## src/rtl/knn_majority_classifier_defines.svh

```systemverilog
// Assertion macros shared by the classifier RTL.
// Depends on a clock named clk and an active-low reset named rst_n in the user scope.
`ifndef KNN_MAJORITY_CLASSIFIER_DEFINES_SVH
`define KNN_MAJORITY_CLASSIFIER_DEFINES_SVH

// Same-cycle implication, checked outside reset.
`define KNN_ASSERT_NOW(lbl, ante, cons, msg) \
  lbl: assert property (@(posedge clk) disable iff (!rst_n) (ante) |-> (cons)) \
    else $error(msg);

// Next-cycle implication, checked outside reset.
`define KNN_ASSERT_NEXT(lbl, ante, cons, msg) \
  lbl: assert property (@(posedge clk) disable iff (!rst_n) (ante) |=> (cons)) \
    else $error(msg);

`endif

```

## src/rtl/knn_pkg.sv

```systemverilog
// Shared constants, codes and types of the k-nearest-neighbor classifier.
// No dependencies.
package knn_pkg;

  localparam int MAX_POINTS_DEF   = 64;
  localparam int MAX_FEATURES_DEF = 8;
  localparam int NUM_LABELS_DEF   = 16;
  localparam int FEATURE_BITS_DEF = 16;

  localparam int OP_W       = 2;
  localparam int K_W        = 7;
  localparam int NF_W       = 4;
  localparam int CAP_W      = 7;
  localparam int CFG_IDX_W  = 2;
  localparam int CFG_DATA_W = 7;

  localparam logic [OP_W-1:0] OP_TRAIN   = 2'd0;
  localparam logic [OP_W-1:0] OP_PREDICT = 2'd1;
  localparam logic [OP_W-1:0] OP_CLEAR   = 2'd2;
  localparam logic [OP_W-1:0] OP_NONE    = 2'd3;

  localparam logic [CFG_IDX_W-1:0] CFG_K   = 2'd0;
  localparam logic [CFG_IDX_W-1:0] CFG_NF  = 2'd1;
  localparam logic [CFG_IDX_W-1:0] CFG_CAP = 2'd2;

  localparam logic [K_W-1:0]   K_RESET   = 7'd3;
  localparam logic [NF_W-1:0]  NF_RESET  = 4'd8;
  localparam logic [CAP_W-1:0] CAP_RESET = 7'd64;

  typedef struct packed {
    logic valid;
    logic first;
    logic last;
  } sq_ctl_t;

  typedef struct packed {
    logic busy;
    logic done;
  } sq_stat_t;

  // Width of a distance sum; capped at 64 bits, where the sum saturates.
  function automatic int dsum_w(int fb, int mf);
    int w;
    w = 2 * fb + $clog2(mf);
    return (w > 64) ? 64 : w;
  endfunction

endpackage

```

## src/rtl/knn_sq_acc.sv

```systemverilog
// Squared-difference and saturating accumulate stages of the distance datapath.
// Depends on knn_pkg.
module knn_sq_acc #(
  parameter int FEATURE_BITS = knn_pkg::FEATURE_BITS_DEF,
  parameter int MAX_FEATURES = knn_pkg::MAX_FEATURES_DEF
) (
  input  logic                   clk,
  input  logic                   rst_n,
  input  knn_pkg::sq_ctl_t       ctl_i,
  input  logic [FEATURE_BITS-1:0] query_i,
  input  logic [FEATURE_BITS-1:0] stored_i,
  output knn_pkg::sq_stat_t      stat_o,
  output logic [knn_pkg::dsum_w(FEATURE_BITS, MAX_FEATURES)-1:0] sum_o
);
  localparam int SQ_W   = 2 * FEATURE_BITS;
  localparam int DSUM_W = knn_pkg::dsum_w(FEATURE_BITS, MAX_FEATURES);

  logic signed [FEATURE_BITS:0]     diff;
  logic signed [2*FEATURE_BITS+1:0] prod;
  knn_pkg::sq_ctl_t                 ctl2_r;
  logic [SQ_W-1:0]                  sq_r;
  logic [DSUM_W-1:0]                acc_r;
  logic [DSUM_W-1:0]                acc_nxt;
  logic [DSUM_W-1:0]                base;
  logic [DSUM_W:0]                  wide;
  logic                             done_r;

  assign diff = $signed({query_i[FEATURE_BITS-1], query_i})
              - $signed({stored_i[FEATURE_BITS-1], stored_i});
  assign prod = diff * diff;

  // Saturate at all ones on carry out.
  always_comb begin
    base    = ctl2_r.first ? '0 : acc_r;
    wide    = {1'b0, base} + (DSUM_W+1)'(sq_r);
    acc_nxt = wide[DSUM_W] ? '1 : wide[DSUM_W-1:0];
  end

  always_ff @(posedge clk) begin
    if (!rst_n) begin
      ctl2_r <= '0;
      done_r <= 1'b0;
    end else begin
      ctl2_r <= ctl_i;
      done_r <= ctl2_r.valid && ctl2_r.last;
    end
    sq_r <= prod[SQ_W-1:0];
    if (ctl2_r.valid) acc_r <= acc_nxt;
  end

  assign stat_o.busy = ctl2_r.valid || done_r;
  assign stat_o.done = done_r;
  assign sum_o       = acc_r;
endmodule

```

## config.mk

```make
export PLATFORM = sky130hd
export DESIGN_NAME = knn_sq_acc
export DESIGN_NICKNAME = d
export VERILOG_FILES = /design/src/rtl/knn_majority_classifier_defines.svh /design/src/rtl/knn_pkg.sv /design/src/rtl/knn_sq_acc.sv
export SDC_FILE = /design/constraint.sdc
export NUM_CORES = 1
export LEC_CHECK = 0
export BUFFER_PORTS_ARGS = -buffer_cell sky130_fd_sc_hd__buf_4
export CAP_MARGIN = 20
export CORE_ASPECT_RATIO = 2
export CORE_UTILIZATION = 57
export CTS_BUF_LIST = sky130_fd_sc_hd__clkbuf_4 sky130_fd_sc_hd__clkbuf_8
export DETAILED_ROUTE_END_ITERATION = 8
export PLACE_DENSITY = 0.85
export SYNTH_ARGS = -nofsm -noshare
export SYNTH_HDL_FRONTEND = slang
export SYNTH_SLANG_ARGS = --single-unit
```

## constraint.sdc

```tcl
create_clock -name clk -period 27.7 [get_ports clk]
set_clock_uncertainty 0.15 [all_clocks]
set_input_delay 5.54 -clock clk [delete_from_list [all_inputs] [get_ports clk]]
set_output_delay 5.54 -clock clk [all_outputs]
set_load 0.02 [all_outputs]
```

* After elaboration in Yosys (flattened, before gate mapping) *
Index checks and enable logic that the tools add are counted.

operators by class
  add/sub/neg operators = 2
  multipliers = 1
  mux-type cells = 1
  reduce and logical (&&, ||, !) cells = 2

operator list
  cell                          number
  adder 35 x 32 -> 36 bit       1
  2-to-1 mux 35 bit             1
  multiplier 17 x 17 -> 32 bit  1
  subtractor 16 x 16 -> 17 bit  1
  logical AND 1 bit             1
  logical OR 1 bit              1

word-level totals
  flip-flop bits (word level) = 71
  bits of input ports = 37
  word-level logic and storage cells = 12

* Logic depth before layout (Yosys ltp) *
  depth after elaboration = 2
  mapped depth = 35

* Worst setup path after synthesis *
Ideal clock, no wire load.

  kind = input -> register
  from = input port stored_i[1]
  to = register sq_r[31]
  arrival time = 13.004 ns
  required time = 27.428 ns
  setup slack = 14.423 ns
  cell stages on the path = 33
  cell sequence = inv_1 > ha_1 > nor2b_1 > o21ai_1 > a21boi_1 > o21ai_1 > a21oi_1 > a31o_2 > a2111o_1 > and3_1 > nor3_1 > clkbuf_1 > nor2_1 > fa_1 > inv_1 > fa_1 > inv_1 > fa_1 > fa_1 > fa_1 > inv_1 > fa_1 > inv_1 > ha_1 > and3_1 > and4_1 > a31oi_1 > o21ai_0 > o21ai_1 > a21oi_1 > o41ai_1 > o21ai_0 > xnor2_1

on the way
  cells in the longest elaborated chain, start to end = 2

ends and longest elaborated chain
  item                          RTL line          text
  start: declaration            knn_sq_acc.sv:11  input logic [FEATURE_BITS-1:0] stored_i,
  subtractor 16 x 16 -> 17 bit  knn_sq_acc.sv:29  - $signed({stored_i[FEATURE_BITS-1], stored_i});
  multiplier 17 x 17 -> 32 bit  knn_sq_acc.sv:30  assign prod = diff * diff;
  net prod[31]                  knn_sq_acc.sv:19  logic signed [2*FEATURE_BITS+1:0] prod;
  end signal: assignment        knn_sq_acc.sv:47  sq_r <= prod[SQ_W-1:0];
  end: declaration              knn_sq_acc.sv:21  logic [SQ_W-1:0] sq_r;

The timed path passes the listed nets, and every way through them passes these cells.
A chain may end at the register's enable or synchronous reset.

* Worst setup path in the final report *
  from = input port query_i[0]
  to = register sq_r[31]

on the way
  cells in the longest elaborated chain, start to end = 2

ends and longest elaborated chain
  item                          RTL line          text
  start: declaration            knn_sq_acc.sv:10  input logic [FEATURE_BITS-1:0] query_i,
  subtractor 16 x 16 -> 17 bit  knn_sq_acc.sv:29
  multiplier 17 x 17 -> 32 bit  knn_sq_acc.sv:30
  net prod[31]                  knn_sq_acc.sv:19

The timed path passes the listed nets, and every way through them passes these cells.

==> metrics.txt <==
status finished, violations left; failing checks design-rule violations; row cnt just under 80; post-synthesis async set-or-reset flop share 0%; total count of hold-check failures in the final report 0; antenna violation net count after detailed routing 0; initial standard-cell utilization of the core between 50% and 60%; setup violators final 0; TNS Setup 0 ns; wire length reported by the detailed router roughly 36000 µm; count of flip-flops with a built-in enable after synthesis 35; flop and latch count out of synthesis 70; DRC violation count after routing 10; YS warnings 0; final cycle utilization of the critical path slightly above 50%; slack of the critical path roughly 14 ns; cell count after synthesis between 1000 and 1500; WL per Instance around 19 µm; R2R setup slack about 24 ns; number of buffers added for setup after CTS 0; pin count of the biggest net entering global routing 38; height of the die ~220 µm; initial antenna violation count 0; width of the chip between 100 and 150 µm; All-Layer GR Usage 31.0%; Worst-Skew Late Latency 0.37 ns; Post-Syn Nets roughly 1900; critical setup path kind in2reg; number of distinct standard cells referenced by the synthesized netlist 63; cell taking the most area after synthesis sky130_fd_sc_hd__fa_1; HPWL after DPL 29400 µm; initial drt markers approximately 610; Setup crit end kind flop; fraction of layout cells with a size suffix above 1 between 7 and 8%; CTS Buffer Depth 2; total die area around 25000 µm²; delay of the slowest cell on the worst path roughly 0.65 ns; core box area roughly 23000 µm²; cell with the biggest individual delay on the critical path sky130_fd_sc_hd__fa_1; number of hold buffers added after cts 0; register clock-pin slew on the reported worst setup and hold paths approximately 0.080 ns; path class of the lowest-slack min-delay path reg2reg; Antenna Cells 0; synthesized area per cell slightly above 9 µm²; sinks on the clock net 70; Area growth, synth to finish 7.99%; transition time of the tightest slew-check pin between 1 and 1.5 ns; global-route wire length before repair 58000 µm; critical path required time around 28 ns; post-layout min period about 14 ns; number of maximum-capacitance constraint violations 0; number of cells upsized or downsized after cts 0; nature of the critical path startpoint primary input; ranking of synthesized cells by area sky130_fd_sc_hd__fa_1, sky130_fd_sc_hd__ha_1, sky130_fd_sc_hd__inv_1, sky130_fd_sc_hd__edfxtp_1, sky130_fd_sc_hd__dfxtp_1; CTS tree done; relative slew slack roughly 28%; sequential standard cell area 1750 µm²; via-per-instance ratio around 5.7; Data arrival, critical path roughly 14 ns; dominant combinational cell family by area after synthesis adder cells; RSZ-0062 raised after global routing false; net count of the finished layout around 2000; vias in the first global route about 12000; simple-gate area share of the yosys netlist between 10% and 20%; post-synth top area share a little under two fifths; area fraction in compound gates after synthesis a little under a tenth; Layout fillers between 1500 and 2000; aggregate global routing overflow 0; xor/xnor share of the synthesized area just over 5%; adder and majority gate portion of the synthesized area roughly 50%; clock buffers created by TritonCTS 9; CTS H-tree lvls 3; Initial DRT Pass Iterations 7; multi-input gate area in the final layout between 10000 and 15000 µm²; number of max-slew violations in the final report 0; root cell of the clock tree sky130_fd_sc_hd__clkbuf_8; Top Ports 74; worst-path maximum fanout 20; Most common cell on crit path sky130_fd_sc_hd__fa_1; routed via count between 10000 and 15000; gp weighted congestion a little over 1; most used flip-flop cell after synthesis sky130_fd_sc_hd__edfxtp_1; post-synth design cell area roughly 14000 µm²; pre-CTS setup slack between 10 and 15 ns; highest clock rate between 70 and 80 MHz; I/O Buffers 73; mux share of post-synthesis cell area less than 1%; sequential element share of the synthesized area 12.8%
## final cells by class
class,instances,area share (%)
multi-input cells,1037,70.9
well taps,283,2.40
clock buffers,9,0.840
clock inverters,7,0.441
repair buffers,88,4.48
flip-flops and latches,70,11.9
inverters,355,9.04
## per-stage QoR
step	area [µm²]	utilization [%]	hold WS (ns)	std cells
CTS	14700	62.9	0.373	1849
floorplan	13600	-	0.287	1491
global route	14700	62.9	0.394	1849
detailed placement	14600	62.1	0.354	1833
global placement	14600	62.1	0.352	1833
finish	14700	62.9	0.350	1849
## sequential cells by signal, indices dropped and copies added, names as in the netlist
name,flops
sq_r,31
done_r,1
ctl2_r,3
sum_o,35
## worst paths after layout
check | start | to | cells past startpoint
setup / recovery | query_i[0] | sq_r[31]$_DFF_P_ | 35
hold / removal | ctl2_r[0]$_SDFF_PN0_ | done_r$_SDFF_PN0_ | 1
hold reg to reg | ctl2_r[0]$_SDFF_PN0_ | done_r$_SDFF_PN0_ | 1
setup reg to reg | ctl2_r[1]$_SDFF_PN0_ | sum_o[17]$_SDFFCE_PP1P_ | 13
## cell usage in the layout (no fill, tap or decap), drive strengths merged, types with 7 or more instances in the layout
master and count:
inv 353, fa 260, nor2 132, nand2 130
ha 124, buf 88, a21oi 58, xnor2 52
nor2b 40, dfxtp 35, edfxtp 35, o21ai 34
a21o 32, xor2 27, nand2b 17, nor3 14
and2 11, nand3 11, o21a 10, clkbuf 9
and3 8, a31oi 8, o21bai 7, clkinv 7
## worst max-delay path, delay by kind of cell
family | cells | cell delay [ns]
compound gates | 11 | 2.23
xor+xnor | 1 | 0.15
fa+ha+maj | 9 | 4.07
buf+inv | 8 | 1.10
simple gates | 6 | 1.09
## per-layer routing
| layer | routed length, µm | vias to the layer above | GRT usage [%] |
|---|---|---|---|
| li1 | - | 4714 | - |
| met1 | 11000 | 5218 | 27.9 |
| met2 | 19900 | 374 | 59.9 |
| met3 | 1580 | 181 | 3.59 |
| met4 | 3230 | 0 | 26.0 |
| met5 | 0 | - | 0 |
## logic make-up after synthesis
kind of cell / count (synthesis)
and+or+nand+nor: 385
buffers and inverters: 384
adders and majority gates: 384
AOI/OAI and AO/OA: 188
xor gates and xnor gates: 79
DFF: 70
muxes: 1
## synthesized netlist by cell type (6+ instances only)
cell type,number
sky130_fd_sc_hd__o21bai_1,7
sky130_fd_sc_hd__and3_1,8
sky130_fd_sc_hd__nor3_1,14
sky130_fd_sc_hd__ha_1,124
sky130_fd_sc_hd__fa_1,260
sky130_fd_sc_hd__inv_1,349
sky130_fd_sc_hd__nand2_1,130
sky130_fd_sc_hd__o21a_1,10
sky130_fd_sc_hd__a21o_1,32
sky130_fd_sc_hd__clkbuf_1,28
sky130_fd_sc_hd__nand2b_1,17
sky130_fd_sc_hd__xor2_1,27
sky130_fd_sc_hd__a31oi_1,6
sky130_fd_sc_hd__nor2b_1,40
sky130_fd_sc_hd__and2_1,11
sky130_fd_sc_hd__dfxtp_1,35
sky130_fd_sc_hd__o21ai_0,18
sky130_fd_sc_hd__xnor2_1,51
sky130_fd_sc_hd__nand3_1,11
sky130_fd_sc_hd__nor2_1,132
sky130_fd_sc_hd__edfxtp_1,35
sky130_fd_sc_hd__a21oi_1,56
sky130_fd_sc_hd__o21ai_1,15
Power is not shown: default switching activity piles up to over one toggle a cycle in this logic, so the estimate is an artifact.
